File: src/rtl/lmpd_pkg.sv
`default_nettype none

package lmpd_pkg;

  // Fixed field widths.
  localparam int X_W       = 32;
  localparam int STEP_W    = 16;
  localparam int PERIOD_W  = 7;
  localparam int STATUS_W  = 3;
  localparam int CFG_IDX_W = 2;

  // Configuration register indexes.
  localparam logic [CFG_IDX_W-1:0] REG_GROWTH_RATE   = 2'd0;
  localparam logic [CFG_IDX_W-1:0] REG_INITIAL_VALUE = 2'd1;
  localparam logic [CFG_IDX_W-1:0] REG_STEP_LIMIT    = 2'd2;

  // Configuration reset values: r = 3.5, x = 0.5, limit = 20000.
  localparam logic [X_W-1:0]    GROWTH_RATE_RST   = 32'hE000_0000;
  localparam logic [X_W-1:0]    INITIAL_VALUE_RST = 32'h8000_0000;
  localparam logic [STEP_W-1:0] STEP_LIMIT_RST    = 16'd20000;

  // Status codes.
  localparam logic [STATUS_W-1:0] ST_RUNNING   = 3'd0;
  localparam logic [STATUS_W-1:0] ST_SETTLED   = 3'd1;
  localparam logic [STATUS_W-1:0] ST_PERIODIC  = 3'd2;
  localparam logic [STATUS_W-1:0] ST_TROUBLE   = 3'd3;
  localparam logic [STATUS_W-1:0] ST_NO_PERIOD = 3'd4;

  // Settled tolerance: x >> 20 stands in for a relative 1e-6.
  localparam int SETTLE_SHIFT = 20;

endpackage

`default_nettype wire

File: src/rtl/lmpd_history.sv
`default_nettype none

module lmpd_history #(
  parameter int DEPTH  = 128,
  parameter int ADDR_W = 7
) (
  input  wire logic                     clk,
  input  wire logic                     we,
  input  wire logic [ADDR_W-1:0]        waddr,
  input  wire logic [lmpd_pkg::X_W-1:0] wdata,
  input  wire logic                     re,
  input  wire logic [ADDR_W-1:0]        raddr,
  output logic      [lmpd_pkg::X_W-1:0] rdata
);
  import lmpd_pkg::*;

  logic [X_W-1:0] mem [DEPTH];

  // One write port, one registered read port.
  always_ff @(posedge clk) begin
    if (we) begin
      mem[waddr] <= wdata;
    end
    if (re) begin
      rdata <= mem[raddr];
    end
  end

endmodule

`default_nettype wire

File: config.mk
export PLATFORM = sky130hd
export DESIGN_NAME = lmpd_history
export DESIGN_NICKNAME = d
export VERILOG_FILES = /design/src/rtl/lmpd_pkg.sv /design/src/rtl/lmpd_history.sv
export SDC_FILE = /design/constraint.sdc
export NUM_CORES = 2
export LEC_CHECK = 0
export ABC_CLOCK_PERIOD_IN_PS = 6700
export BUFFER_PORTS_ARGS = -buffer_cell sky130_fd_sc_hd__buf_2
export CORE_ASPECT_RATIO = 1.4
export CORE_UTILIZATION = 26
export DETAILED_ROUTE_END_ITERATION = 7
export PLACE_DENSITY = 0.36
export SLEW_MARGIN = 20
export SYNTH_ARGS = -nofsm -noshare
export SYNTH_HDL_FRONTEND = slang
export SYNTH_SLANG_ARGS = --single-unit
File: constraint.sdc
create_clock -name clk -period 6.7 [get_ports clk]
set_clock_uncertainty 0.15 [all_clocks]
set_input_delay 1.005 -clock clk [delete_from_list [all_inputs] [get_ports clk]]
set_output_delay 1.005 -clock clk [all_outputs]
set_load 0.05 [all_outputs]
==> reports/results.ini <==
[detailed_routing]
ant_nets = 0
first_iter_violations = 6489
first_pass_iters = 5
num_vias = 70100
wirelength_mm = 540
wl_per_cell_um = 36.3
post-route-drc-count = 0
vias_per_cell = 4.71

[global_routing]
grt_start_max_net_pins = 99
grt_pass1_wl_mm = 718
use_met2_pct = 32.9
grt.busiest_layer = met2
grt_overflow = 0
antenna_found_initial = 86
grtUsageTotal_pct = 17.6
met3_usage_pct = 2.07
first_global_vias = 75000
grt_util_met1_pct = 21.7

[clock_tree]
postCtsResizedCells = 0
numCtsBuffers = 427
cts_tree = built
h-tree-depth = 5
clockBufferDepth = 4
path_clk_slew_ns = 0.06
root_buffer = clkbuf_16
cts.sinks = 4128
post-cts-setup-buffers = 0
cts_hold_buffers = 0
clk-insertion-delay-late_ns = 1.05

[pwr]
p_per_area_mw_per_mm2 = 300
power.leakage_uw = 0.0548
power_uw = 55100
ir_drop_mv = 0.237

[placement]
placed_area_mm2 = 0.170
io_buffers = 80
place_ws_ns = 1.57
dp_hpwl_mm = 324
routabilityCongestion = 0.744

[worst_setup_path]
crit_type = in -> reg
cp_slowest_cell = mux4_2
startpoint = raddr[0]
rr_startpoint = mem[87][15]
crit_required_ns = 7.30
cp_cell_sequence = buf_12 -> buf_4 -> buf_4 -> mux4_2 -> mux4_2 -> mux4_2 -> mux2_2
cp_common_cell = mux4_2
critPathLaunchType = input pin
cp-endpoint = rdata[0]
worstReg2RegEnd = rdata[15]
worstPathMaxFanout = 55
r2r_cells = 4
cp_slowest_stage_delay_ns = 0.74
crit_path_end_kind = flip-flop
rrSetupSlack_ns = 3.61
cp_data_arrival_time_ns = 4.67

[synthesis]
synth-adder-area-share_pct = 0
synth_top_family_by_area = multiplexers
muxShareOfSynthArea_pct = 19.6
synth-simple-area-share_pct = 0.445
synth_cell_type_count = 16
syn_inst = 5990
yosysSeqAreaShare_pct = 79.2
ys.warnings.count = 0
synth_seq_cells = 4128
netlist_area_mm2 = 0.157
syn_nets = 6039
synth_xor_area_share_pct = 0
synth-compound-area-share_pct = 0
avgSynthCellArea_um2 = 26.1

[timing]
slew_violations = 0
timing.fmax_mhz = 246
finalSetupViolations = 0
slew_headroom_pct = 21.3
rsz0062_at_grt = no
finalSetupTns_ns = 0
period_minus_slack_ns = 4.07
finalCritPeriodShare_pct = 60.7
hold_viol = 0
setup_slack_ns = 2.63
worstMarginPinSlew_ns = 1.18

[floorplanning]
rows = 336
die_width_um = 658
die_h_um = 920
io_pins = 81
start_util_pct = 26.1
design.die.area_mm2 = 0.605
core-area_mm2 = 0.599

[flow_run]
cap_violations = 0

[finish]
area_growth_pct = 17.1
stdcell_area_mm2 = 0.183
final_util_pct = 30.6
drive_gt1_share_pct = 36.2
fillers = 57000
nNetsFinal = 6570

[worst_hold_path]
hp-class = in -> reg

[status]
status = finished, final reports clean

[report_power, final]
group / switching [uW] / internal [uW]
sequential: 105 / 28600
clock: 10300 / 12900
combinational: 2100 / 1070
[layer usage]
layer	vias up	routed length (um)	part of all wire, %
li1	27600	-	-
met1	40200	213000	39
met2	1793	294000	54
met3	526	22000	4.1
met4	8	11500	2.1
met5	-	60	0.011
[cell type report]
cell class | instances | area, um^2 | area share (%)
Antenna cell | 77 | 193 | 0.105
Clock buffer | 530 | 11200 | 6.12
Clock inverter | 249 | 2040 | 1.11
Multi-Input combinational cell | 1546 | 32300 | 17.6
Sequential cell | 4128 | 124000 | 67.6
Tap cell | 7943 | 9940 | 5.42
Timing Repair Buffer | 418 | 3710 | 2.02
[stage by stage]
stage | std cells | hold WS (ns)
floorplan | 5990 | 0.954
global placement | 14000 | 1.06
detailed placement | 14000 | 1.07
CTS | 14800 | 0.227
global route | 14900 | 0.253
finish | 14900 | 0.293
[synth_stat cells (all sizes together)]
| master | count | area share, % |
|---|---|---|
| nand3 | 12 | 0.038 |
| nor2b | 7 | 0.028 |
| edfxtp | 4128 | 79 |
| mux2 | 32 | 0.23 |
| or3 | 1 | 0.0040 |
| nand2 | 14 | 0.034 |
| mux4 | 1344 | 19 |
| nor3 | 9 | 0.029 |
| nand2b | 2 | 0.0080 |
| nand4 | 3 | 0.012 |
| clkbuf | 182 | 0.44 |
| nor2 | 122 | 0.29 |
| buf | 134 | 0.40 |
[worst max-delay path, delay by kind of cell]
kind                   cells  cell delay, ns
multiplexers               4            2.27
buffers and inverters      3            1.23
[cell usage in the layout (no fill, tap or decap), types with 3 or more instances in the layout]
master | synthesis | routed
edfxtp_1 | 4128 | 4128
mux4_2 | 1344 | 1344
clkbuf_16 | 0 | 434
buf_4 | 3 | 321
clkinv_1 | 0 | 123
nor2_4 | 0 | 119
clkbuf_1 | 182 | 96
diode_2 | 0 | 77
clkinv_2 | 0 | 69
buf_12 | 0 | 45
buf_2 | 79 | 42
mux2_2 | 32 | 32
bufinv_16 | 0 | 29
nand2_1 | 14 | 11
nor3_2 | 0 | 9
inv_6 | 0 | 9
nand3_1 | 12 | 8
nor2b_1 | 7 | 7
clkinvlp_4 | 0 | 7
clkinv_8 | 0 | 5
buf_16 | 0 | 4
nor2_1 | 122 | 3
nand4_1 | 3 | 3
nand3_4 | 0 | 3
nand2_2 | 0 | 3
clkinv_16 | 0 | 3
buf_8 | 0 | 3
buf_6 | 2 | 3
[registers in the layout, indices dropped and copies added, names as in the netlist]
| name | flops |
|---|---|
| rdata | 32 |
| mem | 4096 |
[how the worst min path moves through the flow]
stage / startpoint / endpoint / slack, ns / cells past startpoint
detailed placement: mem[90][24] / rdata[24] / 1.07 / 4
floorplan: wdata[0] / mem[0][0] / 0.95 / 0
CTS: wdata[14] / mem[4][14] / 0.23 / 1
finish: wdata[25] / mem[127][25] / 0.29 / 1
global route: wdata[25] / mem[127][25] / 0.25 / 1
global placement: mem[78][24] / rdata[24] / 1.06 / 4
[logic make-up after synthesis]
| group | count (synthesis) |
|---|---|
| buffers and inverters | 316 |
| and+or+nand+nor | 170 |
| DFF | 4128 |
| muxes | 1376 |
Power figures use the tool's default switching activity.
