### config.mk
export PLATFORM = sky130hd
export DESIGN_NAME = lmpd_map
export DESIGN_NICKNAME = d
export VERILOG_FILES = /design/src/rtl/lmpd_pkg.sv /design/src/rtl/lmpd_map.sv
export SDC_FILE = /design/constraint.sdc
export NUM_CORES = 2
export LEC_CHECK = 0
export BUFFER_PORTS_ARGS = -buffer_cell sky130_fd_sc_hd__buf_2
export CORE_AREA = 2 2 414 416
export CTS_CLUSTER_SIZE = 12
export DETAILED_ROUTE_END_ITERATION = 8
export DIE_AREA = 0 0 416 418
export HOLD_SLACK_MARGIN = 0.1
export SETUP_SLACK_MARGIN = 0.2
export SYNTH_ARGS = -nofsm -noshare
export SYNTH_HDL_FRONTEND = slang
export SYNTH_SLANG_ARGS = --single-unit
### constraint.sdc
create_clock -name clk -period 8.5 [get_ports clk]
set_clock_uncertainty 0.2 [all_clocks]
set_input_delay 0.85 -clock clk [delete_from_list [all_inputs] [get_ports clk]]
set_output_delay 0.85 -clock clk [all_outputs]
set_load 0.05 [all_outputs]
### src/rtl/lmpd_pkg.sv
`default_nettype none

package lmpd_pkg;

  // Fixed field widths.
  localparam int X_W       = 32;
  localparam int STEP_W    = 16;
  localparam int PERIOD_W  = 7;
  localparam int STATUS_W  = 3;
  localparam int CFG_IDX_W = 2;

  // Configuration register indexes.
  localparam logic [CFG_IDX_W-1:0] REG_GROWTH_RATE   = 2'd0;
  localparam logic [CFG_IDX_W-1:0] REG_INITIAL_VALUE = 2'd1;
  localparam logic [CFG_IDX_W-1:0] REG_STEP_LIMIT    = 2'd2;

  // Configuration reset values: r = 3.5, x = 0.5, limit = 20000.
  localparam logic [X_W-1:0]    GROWTH_RATE_RST   = 32'hE000_0000;
  localparam logic [X_W-1:0]    INITIAL_VALUE_RST = 32'h8000_0000;
  localparam logic [STEP_W-1:0] STEP_LIMIT_RST    = 16'd20000;

  // Status codes.
  localparam logic [STATUS_W-1:0] ST_RUNNING   = 3'd0;
  localparam logic [STATUS_W-1:0] ST_SETTLED   = 3'd1;
  localparam logic [STATUS_W-1:0] ST_PERIODIC  = 3'd2;
  localparam logic [STATUS_W-1:0] ST_TROUBLE   = 3'd3;
  localparam logic [STATUS_W-1:0] ST_NO_PERIOD = 3'd4;

  // Settled tolerance: x >> 20 stands in for a relative 1e-6.
  localparam int SETTLE_SHIFT = 20;

endpackage

`default_nettype wire

### src/rtl/lmpd_map.sv
`default_nettype none

module lmpd_map (
  input  wire logic                     clk,
  input  wire logic                     rst,
  input  wire logic                     start,
  input  wire logic [lmpd_pkg::X_W-1:0] x,
  input  wire logic [lmpd_pkg::X_W-1:0] rate,
  output logic                          done,
  output logic      [lmpd_pkg::X_W-1:0] y
);
  import lmpd_pkg::*;

  logic                 v1;
  logic                 v2;
  logic                 v3;
  logic [X_W-1:0]       x1;
  logic [2*X_W-1:0]     sq;
  logic [2*X_W-1:0]     prod1;
  logic [2*X_W-1:0]     diff;
  logic [X_W-1:0]       p;
  logic [2*X_W-1:0]     prod2;

  // x * (1 - x) is x * 2^32 - x * x; the subtraction waits for the square.
  assign sq   = {{X_W{1'b0}}, x} * {{X_W{1'b0}}, x};
  assign diff = {x1, {X_W{1'b0}}} - prod1;

  // Stage valids.
  always_ff @(posedge clk) begin
    if (rst) begin
      v1 <= 1'b0;
      v2 <= 1'b0;
      v3 <= 1'b0;
    end else begin
      v1 <= start;
      v2 <= v1;
      v3 <= v2;
    end
  end

  // Square, subtract, then multiply by the rate.
  always_ff @(posedge clk) begin
    x1    <= x;
    prod1 <= sq;
    p     <= diff[2*X_W-1:X_W];
    prod2 <= {{X_W{1'b0}}, rate} * {{X_W{1'b0}}, p};
  end

  // Rate is Q2.30, so drop 30 bits and saturate anything above 32 bits.
  assign done = v3;
  assign y    = (prod2[2*X_W-1:2*X_W-2] != 2'b00) ? {X_W{1'b1}} : prod2[2*X_W-3:30];

endmodule

`default_nettype wire

==> flow_summary.ini <==
[outcome]
outcome = finished, final reports clean

[worst_setup_path]
arrival_ns = 8.25
required_ns = 8.69
crit_cells = 25
worstSetupPathType = in -> reg
worstPathMaxFanout = 14
crit_top_cell = fa_1
cp_slowest_cell = fa_1
r2r_cells = 25
path_buf_inv = 5
slowest_delay_ns = 0.55
startpoint_type = input port
crit_family = adder cells
crit_path_end_kind = flop

[routing]
dr_total_vias = 47856
drt_first_iter_violations = 2973
wl_um = 187000
drc = 0
drtPass1Iterations = 5
viasPerCell = 4.96
wl_per_cell_um = 19.4
final_antenna_net_count = 0

[sta]
finalSetupViolations = 0
hold_viol = 0
holdWs_ns = 0.248
rsz0062_at_grt = true
tns_ns = 0
period_minus_slack_ns = 8.06
period_share_pct = 94.8
finalMaxSlewViolations = 0
fmax_ghz = 0.124
relSlewSlack_pct = 31.0
tightest_slew_ns = 1.03

[yosys]
synth_top_area_cell = fa_1
synthTopCellsByArea = fa_1, ha_1, inv_1, and2_1, dfxtp_1
synth_top_area_share_pct = 50.1
syn_inst = 7211
seq_area_frac_synth_pct = 4.85
synth_xor_area_share_pct = 2.29
synthSimpleGateAreaFrac_pct = 14.4
yosysWarnings = 0
synth_top_family_by_area = adder cells
synthMuxAreaShare_pct = 0.0614
avgSynthCellArea_um2 = 9.33
ys_ff_latch = 163
synth_edf_count = 0
netlist_area_um2 = 67300
synth_fp_nets = 9554
ys_types = 86
synth_adder_area_share_pct = 61.1
synth-compound-area-share_pct = 4.57
ys_async_sr_fraction_pct = 0
synth_flop_cell = dfxtp_1

[floorplanning]
coreArea_um2 = 169000
start_util_pct = 39.8
die_h_um = 418
dieArea_um2 = 174000
rows = 151
ios = 100
chipWidth_um = 416

[clock_network]
root_buffer = clkbuf_16
cts_buffer_depth = 2
cts_made_buffers = 17
clk_pin_slew_ns = 0.09
cts_tree = done
clock_latency_ns = 0.51
cts.sinks = 163
h-tree-depth = 4
cts-hold-fix-buffers = 0

[placed_design]
gp_congestion = 0.933
portBuffers = 99
post-dp-hpwl_um = 161000
dp.cells = 9597

[global_routing]
grt_pass1_wl_um = 299000
grt_max_degree = 33
grt_antenna_before_repair = 17
grt_overflow = 0
track_usage_pct = 22.2
first_global_vias = 52822

[finish]
layout-drive-gt1-share_pct = 8.34
seqCellArea_um2 = 3280
multi_input_area_um2 = 55500
fill_cells = 16433
nNetsFinal = 9741
layout.cells.non_filler = 9639
syn_to_final_growth_pct = 8.95

[min_path]
worstHoldPathType = reg -> reg
worstHoldPathCells = 1

[flow_run]
drv_cap = 0
==> placed cells by master, fill, tap and decap left out, drive strengths merged, types with 14 or more instances in the layout <==
cell and n:
inv 1878, fa 1685, and2 821, nand2 764
ha 591, buf 509, a21oi 170, dfxtp 163
xnor2 106, nor2 91, o21ai 90, a21o 76
xor2 70, nand4 51, or3 37, nand3 33
o21bai 26, clkbuf 25, nor2b 21, o21a 20
a31oi 20, nor3 19, and3 14
==> worst register-to-register path, stage by stage, from the launching register on <==
cell       delay [ns]
dfxtp_2          0.52
buf_4            0.41
nand2_1          0.14
fa_1             0.52
inv_1            0.06
fa_1             0.51
inv_1            0.06
fa_1             0.53
inv_1            0.07
fa_1             0.53
fa_1             0.44
fa_1             0.51
fa_1             0.43
fa_1             0.47
ha_1             0.49
nand2_1          0.14
o211ai_1         0.17
nor2_1           0.07
nor3_1           0.34
buf_4            0.22
o2111ai_1        0.13
nand3_1          0.23
a31oi_2          0.15
o21ai_0          0.32
a21oi_1          0.14
xnor2_1          0.14
==> Yosys cell counts (3+ instances only) <==
| cell type | n |
|---|---|
| a211oi_1 | 7 |
| a21boi_0 | 3 |
| a21o_1 | 75 |
| a21oi_1 | 168 |
| a31o_2 | 11 |
| a31oi_1 | 19 |
| a41oi_1 | 6 |
| and2_1 | 819 |
| and3_1 | 12 |
| and4_1 | 10 |
| buf_2 | 3 |
| buf_4 | 4 |
| buf_6 | 3 |
| clkbuf_1 | 326 |
| clkbuf_8 | 7 |
| dfxtp_1 | 163 |
| fa_1 | 1685 |
| ha_1 | 591 |
| inv_1 | 1871 |
| mux2i_1 | 3 |
| nand2_1 | 764 |
| nand2b_1 | 7 |
| nand3_1 | 33 |
| nand4_1 | 51 |
| nor2_1 | 91 |
| nor2b_1 | 21 |
| nor3_1 | 19 |
| nor4_1 | 10 |
| o2111ai_1 | 3 |
| o211ai_1 | 9 |
| o21a_1 | 19 |
| o21ai_0 | 83 |
| o21ai_1 | 5 |
| o21bai_1 | 26 |
| o221ai_1 | 3 |
| o31ai_1 | 3 |
| or2_2 | 6 |
| or3_1 | 37 |
| xnor2_1 | 106 |
| xor2_1 | 70 |
==> sequential cells by signal, indices dropped and copies added (netlist names) <==
register,flops
prod1,63
prod2,34
p,32
x1,31
done,1
v1,1
v2,1
==> final timing paths <==
path             from        end  slack (ns)
max          rate[17]  prod2[57]        0.44
min                v2       done        0.25
max reg2reg     p[24]  prod2[57]        0.47
min reg2reg        v2       done        0.25
==> metal layers <==
layer  global-route usage [%]  share of wire [%]  vias to the layer above
met4                     5.45                2.7                        4
met2                     36.4                 47                     1448
li1                         -                  -                    21366
met1                     31.1                 44                    24808
met3                     2.97                6.2                      230
met5                        0             0.0086                        -
==> kinds of logic after synthesis <==
| family | Yosys count |
|---|---|
| fa+ha+maj | 2276 |
| buf+inv | 2221 |
| xor+xnor | 176 |
| simple gates | 1894 |
| compound gates | 477 |
| flops | 163 |
| mux | 4 |
==> layout make-up <==
type                       count  share of cell area, %
antenna                       10                 0.0341
clock buffer                  17                  0.580
clock inverter                15                  0.283
inverter                    1872                   9.59
multi-input combinational   4827                   75.8
sequential                   163                   4.48
tap                         2218                   3.79
timing repair buffer         517                   5.49
==> through the flow <==
step | area (µm²) | worst slack [ns] | utilization [%]
2_1_floorplan | 67300 | 0.439 | -
3_3_place_gp | 72500 | -0.142 | 42.9
3_5_place_dp | 72500 | -0.223 | 42.9
4_1_cts | 73200 | 0.211 | 43.3
5_1_grt | 73300 | 0.181 | 43.3
6_report | 73300 | 0.442 | 43.3
==> repair_timing <==
item                       in CTS  in global routing
setup endpoints to repair       0                 28
setup buffers                   0                  0
resized for setup               0                 35
Power is left out: the tool's default activity adds up to more than one toggle a clock period on the data nets, which glitch-free logic cannot reach.
